### src/design/integer_to_base_ascii_unit_assert.svh
// assertion macros shared by the conversion unit and its divider
`ifndef INTEGER_TO_BASE_ASCII_UNIT_ASSERT_SVH
`define INTEGER_TO_BASE_ASCII_UNIT_ASSERT_SVH
`ifndef SYNTH
// same-cycle implication
`define ITOA_ASSERT_IMP(lbl, clk, rstn, ante, cons, msg) \
	lbl: assert property (@(posedge clk) disable iff (!rstn) (ante) |-> (cons)) \
		else $error(msg);
// next-cycle implication
`define ITOA_ASSERT_NXT(lbl, clk, rstn, ante, cons, msg) \
	lbl: assert property (@(posedge clk) disable iff (!rstn) (ante) |=> (cons)) \
		else $error(msg);
`else
`define ITOA_ASSERT_IMP(lbl, clk, rstn, ante, cons, msg)
`define ITOA_ASSERT_NXT(lbl, clk, rstn, ante, cons, msg)
`endif
`endif

### src/design/itoa_pkg.sv
package itoa_pkg;

	// widths fixed by the field definitions
	localparam int VALUE_WIDTH_DEF = 32;
	localparam int RADIX_W         = 6;
	localparam int DIGIT_W         = 6;
	localparam int CHAR_W          = 7;

	// accepted radix range
	localparam logic [RADIX_W-1:0] RADIX_MIN = 6'd2;
	localparam logic [RADIX_W-1:0] RADIX_MAX = 6'd36;

	// character codes
	localparam logic [CHAR_W-1:0] CHAR_NONE        = 7'h00;
	localparam logic [CHAR_W-1:0] CHAR_MINUS       = 7'h2d;
	localparam logic [CHAR_W-1:0] CHAR_ZERO        = 7'h30;
	localparam logic [CHAR_W-1:0] CHAR_LETTER_BASE = 7'h57;
	localparam logic [DIGIT_W-1:0] DIGIT_TEN       = 6'd10;

	// status from the serial divider, one digit per division
	typedef struct packed {
		logic               dig_valid;
		logic               dig_final;
		logic [DIGIT_W-1:0] dig;
	} div_stat_t;

	// digit value to lower-case ascii
	function automatic logic [CHAR_W-1:0] digit_char(input logic [DIGIT_W-1:0] d);
		logic [CHAR_W-1:0] base;
		base = (d < DIGIT_TEN) ? CHAR_ZERO : CHAR_LETTER_BASE;
		return base + CHAR_W'(d);
	endfunction

endpackage

### src/design/itoa_serial_div.sv
`include "integer_to_base_ascii_unit_assert.svh"

module itoa_serial_div #(
	parameter int VALUE_WIDTH = itoa_pkg::VALUE_WIDTH_DEF
) (
	input  logic                         clk,
	input  logic                         arst_n,
	input  logic                         start,
	input  logic [VALUE_WIDTH-1:0]       mag,
	input  logic [itoa_pkg::RADIX_W-1:0] radix,
	output itoa_pkg::div_stat_t          stat
);

	localparam int BIT_W = (VALUE_WIDTH > 1) ? $clog2(VALUE_WIDTH) : 1;
	localparam logic [BIT_W-1:0] BIT_LAST = BIT_W'(VALUE_WIDTH - 1);

	logic                           busy_q;
	logic                           qnz_q;
	logic [BIT_W-1:0]               bitcnt_q;
	logic [VALUE_WIDTH-1:0]         mag_q;
	logic [itoa_pkg::DIGIT_W-1:0]   rem_q;
	logic [itoa_pkg::RADIX_W-1:0]   radix_q;

	logic [itoa_pkg::DIGIT_W:0]     trial;
	logic [itoa_pkg::DIGIT_W:0]     diff;
	logic                           ge;
	logic                           last_bit;
	logic [itoa_pkg::DIGIT_W-1:0]   rem_n;

	// one restoring step: bring in the next dividend bit, subtract if it fits
	always_comb begin
		trial    = {rem_q, mag_q[VALUE_WIDTH-1]};
		diff     = trial - {1'b0, radix_q};
		ge       = trial >= {1'b0, radix_q};
		rem_n    = ge ? diff[itoa_pkg::DIGIT_W-1:0] : trial[itoa_pkg::DIGIT_W-1:0];
		last_bit = bitcnt_q == BIT_LAST;
	end

	// remainder of a finished division is the next digit, least significant first
	always_comb begin
		stat.dig_valid = busy_q && last_bit;
		stat.dig_final = !(qnz_q || ge);
		stat.dig       = rem_n;
	end

	// control: bit counter and run flag
	always_ff @(posedge clk or negedge arst_n) begin
		if (!arst_n) begin
			busy_q   <= 1'b0;
			qnz_q    <= 1'b0;
			bitcnt_q <= '0;
		end else if (start) begin
			busy_q   <= 1'b1;
			qnz_q    <= 1'b0;
			bitcnt_q <= '0;
		end else if (busy_q) begin
			if (last_bit) begin
				busy_q   <= qnz_q || ge;
				qnz_q    <= 1'b0;
				bitcnt_q <= '0;
			end else begin
				qnz_q    <= qnz_q || ge;
				bitcnt_q <= bitcnt_q + BIT_W'(1);
			end
		end
	end

	// datapath: dividend shifts out at the top, quotient shifts in at the bottom
	always_ff @(posedge clk) begin
		if (start) begin
			mag_q   <= mag;
			radix_q <= radix;
			rem_q   <= '0;
		end else if (busy_q) begin
			mag_q <= {mag_q[VALUE_WIDTH-2:0], ge};
			rem_q <= last_bit ? '0 : rem_n;
		end
	end

	`ITOA_ASSERT_IMP(a_rem_below_radix, clk, arst_n, busy_q, rem_q < radix_q, "remainder out of range")
	`ITOA_ASSERT_IMP(a_start_when_idle, clk, arst_n, start, !busy_q, "start while dividing")
	`ITOA_ASSERT_IMP(a_digit_below_radix, clk, arst_n, stat.dig_valid, stat.dig < radix_q, "digit out of range")

endmodule

### src/design/integer_to_base_ascii_unit.sv
// Signed integer to ASCII digit string in radix 2 to 36.
// Request channel: req_valid/req_ready with number (VALUE_WIDTH bits, two's
// complement) and radix (6 bits). A request is taken only while the unit is
// idle; one conversion is in flight at a time.
// Result channel: res_valid/res_ready, one character per transfer, most
// significant first, a leading '-' for negative values, last on the final
// character. A radix outside 2..36 gives a single result with character 0,
// empty_res and last set.
// Each digit comes from a bit-serial restoring divide of the magnitude by
// the radix; all digits are divided out first, then the characters (sign
// included) are emitted, one character per cycle while res_ready is high.
// The next request is taken the cycle after the final character is loaded.
// An invalid radix skips the divide and goes straight to emitting.
// Reset clears the handshake and sequencing state; no result is pending.
// When the receiver stalls the result register holds its character and the
// remaining digits wait in the digit stack.
`include "integer_to_base_ascii_unit_assert.svh"

module integer_to_base_ascii_unit #(
	parameter int VALUE_WIDTH = itoa_pkg::VALUE_WIDTH_DEF
) (
	input  logic                                clk,
	input  logic                                arst_n,
	input  logic                                req_valid,
	output logic                                req_ready,
	input  logic signed [VALUE_WIDTH-1:0]       number,
	input  logic [itoa_pkg::RADIX_W-1:0]        radix,
	output logic                                res_valid,
	input  logic                                res_ready,
	output logic [itoa_pkg::CHAR_W-1:0]         character,
	output logic                                empty_res,
	output logic                                last
);

	localparam int CNT_W = $clog2(VALUE_WIDTH + 1);
	localparam logic [CNT_W-1:0] CNT_FULL = CNT_W'(VALUE_WIDTH);
	localparam logic [CNT_W-1:0] CNT_ONE  = CNT_W'(1);

	typedef enum logic [2:0] {
		S_IDLE = 3'b001,
		S_DIV  = 3'b010,
		S_EMIT = 3'b100
	} state_t;

	state_t                          state_q;
	logic                            err_q;
	logic                            sign_q;
	logic [CNT_W-1:0]                cnt_q;
	logic [itoa_pkg::DIGIT_W-1:0]    stk_q [VALUE_WIDTH];
	logic                            res_valid_q;
	logic [itoa_pkg::CHAR_W-1:0]     char_q;
	logic                            empty_q;
	logic                            last_q;

	logic                            req_take;
	logic                            radix_ok;
	logic [VALUE_WIDTH-1:0]          num_u;
	logic [VALUE_WIDTH-1:0]          mag_in;
	logic                            div_start;
	itoa_pkg::div_stat_t             stat;
	logic                            out_free;
	logic                            emit_load;
	logic                            push;
	logic                            pop;
	logic [itoa_pkg::CHAR_W-1:0]     char_sel;
	logic                            empty_sel;
	logic                            last_sel;

	// request decode and magnitude
	always_comb begin
		req_ready = state_q == S_IDLE;
		req_take  = req_valid && req_ready;
		radix_ok  = (radix >= itoa_pkg::RADIX_MIN) && (radix <= itoa_pkg::RADIX_MAX);
		num_u     = number;
		mag_in    = num_u[VALUE_WIDTH-1] ? (~num_u + VALUE_WIDTH'(1)) : num_u;
		div_start = req_take && radix_ok;
	end

	itoa_serial_div #(
		.VALUE_WIDTH(VALUE_WIDTH)
	) u_div (
		.clk   (clk),
		.arst_n(arst_n),
		.start (div_start),
		.mag   (mag_in),
		.radix (radix),
		.stat  (stat)
	);

	// next character: error marker, sign, or top of the digit stack
	always_comb begin
		out_free  = !res_valid_q || res_ready;
		emit_load = (state_q == S_EMIT) && out_free;
		push      = stat.dig_valid;
		pop       = emit_load && !err_q && !sign_q;
		if (err_q) begin
			char_sel  = itoa_pkg::CHAR_NONE;
			empty_sel = 1'b1;
			last_sel  = 1'b1;
		end else if (sign_q) begin
			char_sel  = itoa_pkg::CHAR_MINUS;
			empty_sel = 1'b0;
			last_sel  = 1'b0;
		end else begin
			char_sel  = itoa_pkg::digit_char(stk_q[0]);
			empty_sel = 1'b0;
			last_sel  = cnt_q == CNT_ONE;
		end
	end

	// sequencer
	always_ff @(posedge clk or negedge arst_n) begin
		if (!arst_n) begin
			state_q <= S_IDLE;
			err_q   <= 1'b0;
			sign_q  <= 1'b0;
			cnt_q   <= '0;
		end else begin
			case (state_q)
				S_IDLE: begin
					if (req_take) begin
						err_q   <= !radix_ok;
						sign_q  <= radix_ok && num_u[VALUE_WIDTH-1];
						cnt_q   <= '0;
						state_q <= radix_ok ? S_DIV : S_EMIT;
					end
				end
				S_DIV: begin
					if (push) begin
						cnt_q <= cnt_q + CNT_ONE;
						if (stat.dig_final) begin
							state_q <= S_EMIT;
						end
					end
				end
				S_EMIT: begin
					if (emit_load) begin
						if (err_q) begin
							err_q   <= 1'b0;
							state_q <= S_IDLE;
						end else if (sign_q) begin
							sign_q <= 1'b0;
						end else begin
							cnt_q <= cnt_q - CNT_ONE;
							if (last_sel) begin
								state_q <= S_IDLE;
							end
						end
					end
				end
				default: begin
					state_q <= S_IDLE;
				end
			endcase
		end
	end

	// digit stack: digits arrive least significant first, leave most significant first
	always_ff @(posedge clk) begin
		if (push) begin
			stk_q[0] <= stat.dig;
			for (int i = 1; i < VALUE_WIDTH; i++) begin
				stk_q[i] <= stk_q[i-1];
			end
		end else if (pop) begin
			for (int i = 0; i < VALUE_WIDTH - 1; i++) begin
				stk_q[i] <= stk_q[i+1];
			end
		end
	end

	// result register valid
	always_ff @(posedge clk or negedge arst_n) begin
		if (!arst_n) begin
			res_valid_q <= 1'b0;
		end else if (emit_load) begin
			res_valid_q <= 1'b1;
		end else if (res_ready) begin
			res_valid_q <= 1'b0;
		end
	end

	// result register payload
	always_ff @(posedge clk) begin
		if (emit_load) begin
			char_q  <= char_sel;
			empty_q <= empty_sel;
			last_q  <= last_sel;
		end
	end

	assign res_valid = res_valid_q;
	assign character = char_q;
	assign empty_res = empty_q;
	assign last      = last_q;

	`ITOA_ASSERT_IMP(a_stack_no_overflow, clk, arst_n, push, cnt_q != CNT_FULL, "digit stack overflow")
	`ITOA_ASSERT_IMP(a_digit_only_dividing, clk, arst_n, stat.dig_valid, state_q == S_DIV, "digit outside divide")
	`ITOA_ASSERT_IMP(a_emit_has_digit, clk, arst_n, (state_q == S_EMIT) && !err_q && !sign_q, cnt_q != '0, "emit with empty stack")
	`ITOA_ASSERT_NXT(a_last_ends_item, clk, arst_n, pop && last_sel, state_q == S_IDLE, "no return to idle after last")
	`ITOA_ASSERT_IMP(a_sign_not_last, clk, arst_n, res_valid && (character == itoa_pkg::CHAR_MINUS), !last, "sign flagged last")

endmodule
### config.mk
export PLATFORM = sky130hd
export DESIGN_NAME = integer_to_base_ascii_unit
export DESIGN_NICKNAME = d
export VERILOG_FILES = /design/src/design/itoa_pkg.sv /design/src/design/itoa_serial_div.sv /design/src/design/integer_to_base_ascii_unit.sv
export VERILOG_INCLUDE_DIRS = /design/src /design/src/design
export SDC_FILE = /design/constraint.sdc
export NUM_CORES = 1
export LEC_CHECK = 0
export BUFFER_PORTS_ARGS = -buffer_cell sky130_fd_sc_hd__clkbuf_2
export CAP_MARGIN = 5
export CORE_MARGIN = 4
export CORE_UTILIZATION = 34
export CTS_CLUSTER_DIAMETER = 100
export CTS_CLUSTER_SIZE = 25
export DETAILED_ROUTE_END_ITERATION = 10
export PLACE_DENSITY = 0.47
export SETUP_SLACK_MARGIN = 0.02
export SYNTH_ARGS = -nofsm -noshare
export SYNTH_HDL_FRONTEND = slang
export SYNTH_SLANG_ARGS = --single-unit
### constraint.sdc
create_clock -name clk -period 8.1 [get_ports clk]
set_clock_uncertainty 0.15 [all_clocks]
set_input_delay 2.43 -clock clk [delete_from_list [all_inputs] [get_ports clk]]
set_output_delay 2.43 -clock clk [all_outputs]
set_load 0.05 [all_outputs]
==> results of run 1 <==
-- kinds of logic (layout without fill, tap and decap cells) --
logic type | count (synthesis) | count (layout) | share of synthesized area (%)
flip-flops | 264 | 264 | 63.1
buffers and inverters | 65 | 110 | 2.10
AND/OR/NAND/NOR | 147 | 147 | 5.92
AO/OA/AOI/OAI | 125 | 125 | 6.60
adder cells (fa/ha/maj) | 18 | 18 | 1.95
multiplexers | 196 | 196 | 17.9
XOR/XNOR | 34 | 34 | 2.42
-- worst paths after layout --
check,slack [ps],from,cells past startpoint,to
min in group asynchronous,1740,arst_n,1,cnt_q[1]
max reg2reg,3980,state_q[2],5,stk_q[0][44]
max in group asynchronous,5680,arst_n,1,state_q[0]
max,2900,res_ready,6,stk_q[0][44]
min,310,stk_q[0][181],0,stk_q[0][187]
min reg2reg,310,stk_q[0][181],0,stk_q[0][187]
-- layout make-up --
cell class	count	area, um2	share of cell area, %
Clock inverter	4	47.5	0.352
Sequential cell	264	7770	57.5
Tap cell	461	577	4.26
Clock buffer	21	398	2.94
Multi-Input combinational cell	520	4300	31.8
Inverter	25	93.8	0.694
Timing Repair Buffer	60	333	2.46
-- power groups by stage --
stage | clock [mW] | sequential, mW | combinational (mW)
floorplan | 0 | 2.22 | 0.894
global placement | 0 | 2.21 | 1.20
detailed placement | 0 | 2.21 | 1.21
CTS | 0.862 | 2.18 | 1.21
global route | 0.907 | 2.22 | 1.34
finish | 0.814 | 2.17 | 1.19
-- layer usage --
layer  part of all wire (%)  GRT usage (%)
met5                  0.058              0
met4                    1.6           2.42
met3                    3.0           1.82
met2                     45           17.5
met1                     51           16.6
-- sequential cells by signal, indices dropped and copies added (netlist names) --
name,count
cnt_q,6
u_div.rem_q,6
sign_q,1
stk_q,192
u_div.bitcnt_q,5
res_valid,1
u_div.busy_q,1
empty_res,1
err_q,1
state_q,3
u_div.mag_q,32
u_div.qnz_q,1
character,7
last,1
u_div.radix_q,6
-- cells in the mapped netlist, drive strengths merged (2+ instances only) --
library cell	instances
nand4	2
or4b	2
a22o	4
ha	16
nand2b	6
dfxtp	6
a221oi	2
o41ai	9
nor3	10
nor2	32
mux2	190
nor4	4
a21o	3
o2bb2ai	5
or2	2
dfrtp	18
buf	15
or4	2
or3	3
nor3b	6
nand3	15
a31oi	5
xnor2	11
xor2	23
nor2b	3
nand2	50
clkbuf	25
o21ai	44
edfxtp	239
fa	2
o21a	2
mux2i	6
o221ai	2
a21oi	27
o31ai	12
a22oi	4
inv	25
or3b	2
and3	3
-- per-stage QoR --
stage	utilization (%)	hold slack (ps)	total power, mW
floorplan	-	272	3.11
global placement	36.7	281	3.41
detailed placement	36.7	284	3.42
CTS	37.9	309	4.25
global route	37.9	320	4.46
finish	37.9	309	4.18
==> results.md, run 1 <==
* TritonCTS sink count at 264
* CP peak stage delay at 920 ps
* NumNets Final at 946
* Worst EP arrival at 5290 ps
* Leak pwr at 4.73 nW
* Wire per inst at 16.6 um
* Clock root cell: clkbuf_16
* CP max FO at 64
* Initial Util at 34.5%
* Status: complete, no violations
* Maximum buffer depth of the clock tree at 3
* P_sw at 1.31 mW
* Final hold violations at 0
* Max IR drop VDD at 0.163 mV
* Final WL at 22500 um
* Clock network fraction of total power at 19.5%
* Detail Route Antenna Nets at 0
* First-pass GRT wire length at 36600 um
* Initial DRC count at 439
* Area growth from synthesis to layout at 9.85%
* Crit-path leading delay family: simple AND/OR/NAND/NOR gates
* GRT Residual Overflow at 0
* Largest cells by area after synthesis: edfxtp_1 58%, mux2_2 17%, dfrtp_1 3.7%
* Most frequent cells in the layout: 239 x edfxtp_1, 190 x mux2_2, 52 x clkbuf_2, 49 x nand2_1, 39 x o21ai_0
* Switching share of power at 31.3%
* H-Tree Depth at 1
* Post-synthesis cell type count at 60
* # rows at 69
* Ys Warns at 0
* CP startpoint kind: input port
* CTS tree: yes
* Fin. max-slew vios at 0
* Overall routing resource usage at 11.2%
* IO buf count at 52
* Vias in the first global route at 6798
* Inst Count DP at 1330
* Avg Cell Area, Syn at 14.5 um2
* Comb pwr share at 28.4%
* HPWL Detailed at 14200 um
* CP Data Required Time at 8190 ps
* Pint at 2.87 mW
* WS Path Type: input port to flip-flop
* Top FF cell, synth: edfxtp_1
* Pre-CTS WS at 2320 ps
* Ant diodes at 0
* Post-synth top area share at 58.3%
* Max-cap violations at 0
* Postcts setup bufs at 0
* Synthesis-stage register bit count at 264
* CP max-delay cell: nand3_4
* Largest net degree at the start of global routing at 117
* DRC at 0
* Initial antenna violation count at 1
* Post-synth top area cell: edfxtp_1
* Sequential share of the synthesized area at 63.1%
* Buf/Inv on CP at 2
* PostCTS Resize Cnt at 0
* Power per cell area at 309 nW/um2
* Vias post-DR at 6735
* Net Count, Synth at 909
* Cells after synthesis at 849
* Worst hold path class: flip-flop to flip-flop
* CTS buffer count at 15
* RSZ-0062 raised after global routing: false
* I/O Pins at 53
* Drt pass-1 iters at 4
* Commonest non-fill, non-tap cell in the layout: edfxtp_1
* Worst slew margin at 17.3%
* Routability cong. at 0.772
* Final Critical Period at 5200 ps
* Ys async rst share at 7.20%
* Final worst-path cycle share at 64.2%
* Core area at 35700 um2
* Placed instance area at 13100 um2
* Clk_lat worst skew at 490 ps
* Critical Path Sink Type: flip-flop
* Layout Cells excl Fill at 1355
* Mapped cell area at 12300 um2
* Hold_buf cts at 0
* Layout cell share with drive strength beyond 1 at 31.9%
* Via/cell ratio at 4.97
* Sequential group share of total power at 52.1%
* CP cell instances: clkbuf_2 > nand2b_1 > and2_0 > nand3_4 > buf_4 > mux2_2
* Setup violations, final at 0
* Number of synthesized flops with an enable pin at 239
* Total die area at 39300 um2
* Clock transition at path regs at 100 ps
* Post-Route Setup TNS at 0 ps
* Setup slack after layout at 2900 ps
* Die H at 198 um
* F_max at 192 MHz
* Fill cells at 3412
* Least-Margin Pin Slew at 1230 ps
* Final instance area at 13500 um2
* Die X at 198 um
No activity file was read; power rests on OpenSTA's default activity.
==> run 2, diff against run 1 <==
Clock period 8.1 ns to 4.97 ns, I/O delays scaled along.
==> run 2 against run 1 <==
Net effect: die area is the same; non-clock buffer count up 8; critical path depth stayed put; flip-flop and latch count unchanged; cell area increased by 0.29%.
==> results.md, run 2 (synthesized netlist as in run 1, its figures left out) <==
* Wire per inst at 16.5 um (was 16.6 um)
* CP startpoint kind: input port (unchanged)
* Total die area at 39300 um2 (unchanged)
* Setup violations, final at 0 (unchanged)
* Final WL at 22400 um (was 22500 um)
* Maximum buffer depth of the clock tree at 3 (unchanged)
* Worst EP arrival at 3490 ps (was 5290 ps)
* Die H at 198 um (unchanged)
* Initial DRC count at 444 (was 439)
* # rows at 69 (unchanged)
* RSZ-0062 raised after global routing: false (unchanged)
* Ant diodes at 0 (unchanged)
* Leak pwr at 4.76 nW (was 4.73 nW)
* Final hold violations at 0 (unchanged)
* Comb pwr share at 29.3% (was 28.4%)
* Largest net degree at the start of global routing at 114 (was 117)
* NumNets Final at 953 (was 946)
* Worst hold path class: flip-flop to flip-flop (unchanged)
* Pint at 4.68 mW (was 2.87 mW)
* GRT Residual Overflow at 0 (unchanged)
* CTS tree: yes (unchanged)
* Overall routing resource usage at 11.3% (was 11.2%)
* PostCTS Resize Cnt at 0 (unchanged)
* Final Critical Period at 3390 ps
* Max-cap violations at 0 (unchanged)
* Initial Util at 34.5% (unchanged)
* H-Tree Depth at 1 (unchanged)
* CP Data Required Time at 5070 ps (was 8190 ps)
* Pre-CTS WS at 1050 ps (was 2320 ps)
* Largest reg by FF count: stk_q (unchanged)
* Final worst-path cycle share at 68.2%
* Power per cell area at 501 nW/um2 (was 309 nW/um2)
* DRC at 0 (unchanged)
* Sequential group share of total power at 52.0% (was 52.1%)
* Vias in the first global route at 6848 (was 6798)
* Inst Count DP at 1338 (was 1330)
* Routability cong. at 0.732 (was 0.772)
* R2R Path Start: u_div.bitcnt_q[0] (was state_q[2])
* Most frequent cells in the layout: 239 x edfxtp_1, 190 x mux2_2, 53 x clkbuf_2, 49 x nand2_1, 39 x o21ai_0 (was 239 x edfxtp_1, 190 x mux2_2, 52 x clkbuf_2, 49 x nand2_1, 39 x o21ai_0)
* Core area at 35700 um2 (unchanged)
* Via/cell ratio at 4.96 (was 4.97)
* Worst slew margin at 28.9% (was 17.3%)
* P_sw at 2.11 mW (was 1.31 mW)
* First-pass GRT wire length at 36800 um (was 36600 um)
* Detail Route Antenna Nets at 0 (unchanged)
* R2R setup slack at 1690 ps (was 3980 ps)
* Switching share of power at 31.1% (was 31.3%)
* Max IR drop VDD at 0.209 mV (was 0.163 mV)
* Critical Path Sink Type: flip-flop (unchanged)
* Postcts setup bufs at 0 (unchanged)
* Least-Margin Pin Slew at 1060 ps (was 1230 ps)
* Clock network fraction of total power at 18.7% (was 19.5%)
* Clock root cell: clkbuf_16 (unchanged)
* Layout Cells excl Fill at 1357 (was 1355)
* Reg2reg end: stk_q[0][135] (was stk_q[0][44])
* Clock transition at path regs at 110 ps (was 100 ps)
* Layout cell share with drive strength beyond 1 at 32.5% (was 31.9%)
* CP max FO at 13 (was 64)
* I/O Pins at 53 (unchanged)
* HPWL Detailed at 14600 um (was 14200 um)
* Critical path destination: u_div.mag_q[27] (was stk_q[0][44])
* Status: complete, no violations (unchanged)
* CTS buffer count at 14 (was 15)
* Initial antenna violation count at 0 (was 1)
* Crit path launch: number[14] (was res_ready)
* F_max at 295 MHz
* Max reg flops at 192 (unchanged)
* Final core utilization at 38.0% (was 37.9%)
* Area growth from synthesis to layout at 10.2% (was 9.85%)
* Commonest non-fill, non-tap cell in the layout: edfxtp_1 (unchanged)
* Hold_buf cts at 0 (unchanged)
* IO buf count at 52 (unchanged)
* WS Path Type: input port to flip-flop (unchanged)
* Final instance area at 13600 um2 (was 13500 um2)
* Post-Route Setup TNS at 0 ps (unchanged)
* Setup slack after layout at 1580 ps (was 2900 ps)
* Fin. max-slew vios at 0 (unchanged)
* Placed instance area at 13200 um2 (was 13100 um2)
* Vias post-DR at 6736 (was 6735)
* TritonCTS sink count at 264 (unchanged)
* Die X at 198 um (unchanged)
* R2r worst-path depth at 7 (was 5)
* Clk_lat worst skew at 500 ps (was 490 ps)
* Drt pass-1 iters at 5 (was 4)
[run 2: changes by cell type in the layout (fill, tap and decap cells not counted), sizes merged]
cell    delta
clkinv     -2
inv        -1
buf        +8
clkbuf     -3
[run 2: area by class of cell]
cell class / instances / area (um2)
sequential: 264 / 7770
fill: 3393 / 22100
tap: 461 / 577
clock buffer: 18 / 388
timing repair buffer: 68 / 418
multi-input combinational: 520 / 4300
inverter: 25 / 93.8
clock inverter: 1 / 11.3
[run 2: worst min-delay path by stage]
stage	from	endpoint	cells after the start
2_1_floorplan	stk_q[0][180]	stk_q[0][186]	0
3_3_place_gp	stk_q[0][181]	stk_q[0][187]	0
3_5_place_dp	stk_q[0][181]	stk_q[0][187]	0
4_1_cts	stk_q[0][184]	stk_q[0][190]	0
5_1_grt	stk_q[0][181]	stk_q[0][187]	0
6_report	stk_q[0][181]	stk_q[0][187]	0
[run 2: routing by layer]
metal	track usage, %	share of wire (%)	vias up
met5	0	0	-
met4	2.17	1.3	0
met3	1.55	2.6	17
met2	17.9	45	59
met1	16.9	51	3348
li1	-	-	3312
[run 2: critical path, cell delays in order]
cell and delay, ps:
clkbuf_2 100, or4_4 570, or4b_4 640, o41ai_1 440
xor2_1 180, o21ai_1 60
[run 2: power by group through the flow]
| stage | sequential [mW] | clock (mW) | combinational (mW) |
|---|---|---|---|
| 2_1_floorplan | 3.56 | 0 | 1.46 |
| 3_3_place_gp | 3.59 | 0 | 2.01 |
| 3_5_place_dp | 3.59 | 0 | 2.02 |
| 4_1_cts | 3.54 | 1.34 | 2.03 |
| 5_1_grt | 3.61 | 1.41 | 2.24 |
| 6_report | 3.53 | 1.27 | 1.99 |
[run 2: per-stage QoR]
stage / hold slack (ps) / power, mW
global route: 322 / 7.26
global placement: 280 / 5.60
floorplan: 272 / 5.02
CTS: 311 / 6.92
detailed placement: 286 / 5.61
finish: 304 / 6.79
==> run 3, diff against run 2 <==
Clock period 4.97 ns to 3.4 ns, I/O delays scaled along.
==> run 3 against run 2 <==
Net effect: count of clock-buffer cells in the layout increased by 1; power increased by 48%; cell area increased by 1.4%; setup slack got worse by 1100 ps; clock power increased by 51%; register-to-register slack got worse by 930 ps; flip-flop and latch count unchanged; via count increased by 0.89%; cell count increased by 1.3%; combinational power increased by 48%; die area unchanged.
==> results.md, run 3 (synthesized netlist as in run 1, its figures left out) <==
* Total die area at 39300 um2 (unchanged)
* TritonCTS sink count at 264 (unchanged)
* RSZ-0062 raised after global routing: false (unchanged)
* Fin. max-slew vios at 0 (unchanged)
* HPWL Detailed at 14700 um (was 14600 um)
* Largest reg by FF count: stk_q (unchanged)
* Final hold violations at 0 (unchanged)
* CTS tree: yes (unchanged)
* Setup violations, final at 0 (unchanged)
* CP Data Required Time at 3480 ps (was 5070 ps)
* Clock network fraction of total power at 19.1% (was 18.7%)
* Hold_buf cts at 0 (unchanged)
* First-pass GRT wire length at 37600 um (was 36800 um)
* Fill cells at 3389 (was 3393)
* Postcts setup bufs at 0 (unchanged)
* Vias in the first global route at 7078 (was 6848)
* Wl on met1 at 11600 um (was 11500 um)
* Metal2 WL at 10100 um (was 10000 um)
* Overall routing resource usage at 11.5% (was 11.3%)
* Vias post-DR at 6796 (was 6736)
* Maximum buffer depth of the clock tree at 3 (unchanged)
* Max-cap violations at 0 (unchanged)
* P_sw at 3.13 mW (was 2.11 mW)
* Leak pwr at 4.86 nW (was 4.76 nW)
* Inst Count DP at 1352 (was 1338)
* H-Tree Depth at 1 (unchanged)
* Pint at 6.90 mW (was 4.68 mW)
* Worst EP arrival at 3020 ps (was 3490 ps)
* Initial Util at 34.5% (unchanged)
* Uppermost routed layer: met4 (unchanged)
* Drt pass-1 iters at 5 (unchanged)
* WL met3 at 458 um (was 583 um)
* Sequential group share of total power at 51.6% (was 52.0%)
* Worst slew margin at 59.4% (was 28.9%)
* Wire per inst at 16.4 um (was 16.5 um)
* Core area at 35700 um2 (unchanged)
* CP peak stage delay at 640 ps (about the same)
* Final worst-path cycle share at 86.3%
* Detail Route Antenna Nets at 0 (unchanged)
* CTS buffer count at 15 (was 14)
* IO buf count at 52 (unchanged)
* Max reg flops at 192 (unchanged)
* Commonest non-fill, non-tap cell in the layout: edfxtp_1 (unchanged)
* Critical Path Sink Type: flip-flop (unchanged)
* PostCTS Resize Cnt at 0 (unchanged)
* Most frequent cells in the layout: 239 x edfxtp_1, 190 x mux2_2, 52 x clkbuf_2, 49 x nand2_1, 39 x o21ai_0 (was 239 x edfxtp_1, 190 x mux2_2, 53 x clkbuf_2, 49 x nand2_1, 39 x o21ai_0)
* Power per cell area at 729 nW/um2 (was 501 nW/um2)
* NumNets Final at 968 (was 953)
* Max IR drop VDD at 0.313 mV (was 0.209 mV)
* Die X at 198 um (unchanged)
* Ant diodes at 0 (unchanged)
* Crit-path leading delay family: simple AND/OR/NAND/NOR gates (unchanged)
* Via/cell ratio at 4.94 (was 4.96)
* Buf/Inv on CP at 1 (unchanged)
* Final WL at 22600 um (was 22400 um)
* Status: complete, no violations (unchanged)
* # rows at 69 (unchanged)
* CP startpoint kind: input port (unchanged)
* CP max-delay cell: or4b_4 (unchanged)
* Initial DRC count at 320 (was 444)
* Area growth from synthesis to layout at 11.7% (was 10.2%)
* Clk_lat worst skew at 480 ps (was 500 ps)
* F_max at 341 MHz
* Worst hold path class: flip-flop to flip-flop (unchanged)
* Layout cell share with drive strength beyond 1 at 33.6% (was 32.5%)
* Final instance area at 13800 um2 (was 13600 um2)
* Least-Margin Pin Slew at 607 ps (was 1060 ps)
* Switching share of power at 31.2% (was 31.1%)
* Initial antenna violation count at 0 (unchanged)
* Comb pwr share at 29.3% (about the same)
* Largest net degree at the start of global routing at 77 (was 114)
* Multi-input gate area at 4300 um2 (unchanged)
* Layout Cells excl Fill at 1375 (was 1357)
* Routability cong. at 0.767 (was 0.732)
* Clock transition at path regs at 100 ps (was 110 ps)
* WS Path Type: input port to flip-flop (unchanged)
* I/O Pins at 53 (unchanged)
* Clock root cell: clkbuf_16 (unchanged)
* Die H at 198 um (unchanged)
* Placed instance area at 13300 um2 (was 13200 um2)
* CP cell instances: clkbuf_2 > or4_4 > or4b_4 > o41ai_1 > xor2_1 > o21ai_1 (unchanged)
* Final Critical Period at 2930 ps
* CP max FO at 11 (was 13)
* Register area at 7770 um2 (unchanged)
* GRT Residual Overflow at 0 (unchanged)
* DRC at 0 (unchanged)
==> run 3: changes by cell type in the layout (fill, tap and decap cells not counted), sizes merged <==
cell / previous run / this run
buf: 16 / 30
clkbuf: 70 / 71
clkinv: 0 / 2
clkinvlp: 0 / 1
==> run 3: final cells by class <==
type / count / area share, %
clock buffers: 19 / 2.84
clock inverters: 4 / 0.337
inverters: 25 / 0.682
multi-input cells: 520 / 31.3
flip-flops and latches: 264 / 56.5
well taps: 461 / 4.19
repair buffers: 82 / 4.17
==> run 3: worst reg2reg max path: stages, from the launching register on <==
cell     delay [ps]
dfrtp_1         460
nor3b_2         500
and2_0          460
a21o_4          240
buf_4           460
==> run 3: power by group through the flow <==
stage / Clock (mW) / Combinational (mW) / Sequential (mW)
final: 1.92 / 2.94 / 5.17
after global placement: 0 / 2.98 / 5.25
after global routing: 2.15 / 3.30 / 5.27
after CTS: 2.02 / 3.01 / 5.18
after detailed placement: 0 / 2.99 / 5.25
after floorplan: 0 / 2.14 / 5.21
==> run 3: final timing paths <==
kind                                    start                 to  slack (ps)  cells after the start
worst max-delay path               number[14]    u_div.mag_q[27]         470                      6
worst min-delay path            stk_q[0][185]      stk_q[0][191]         310                      0
worst max register to register     state_q[2]      stk_q[0][177]         760                      4
worst min register to register  stk_q[0][185]      stk_q[0][191]         310                      0
max in group asynchronous              arst_n  u_div.bitcnt_q[4]        2400                      1
min in group asynchronous              arst_n         state_q[1]         340                      1
==> run 3: metal layers <==
| metal | global-route usage [%] | up-vias |
|---|---|---|
| met5 | 0 | - |
| met4 | 2.30 | 0 |
| met3 | 1.57 | 17 |
| met2 | 18.3 | 58 |
| met1 | 16.9 | 3383 |
| li1 | - | 3338 |
==> run 3: stage by stage <==
stage	power, mW	hold WS (ps)	setup slack, ps	setup TNS [ps]	util [%]
3_3_place_gp	8.22	286	-6.04	-6.09	37.4
5_1_grt	10.7	319	408	0	38.6
6_report	10.0	311	466	0	38.6
2_1_floorplan	7.34	272	53.1	0	-
4_1_cts	10.2	313	512	0	38.6
3_5_place_dp	8.24	290	-6.57	-6.57	37.4
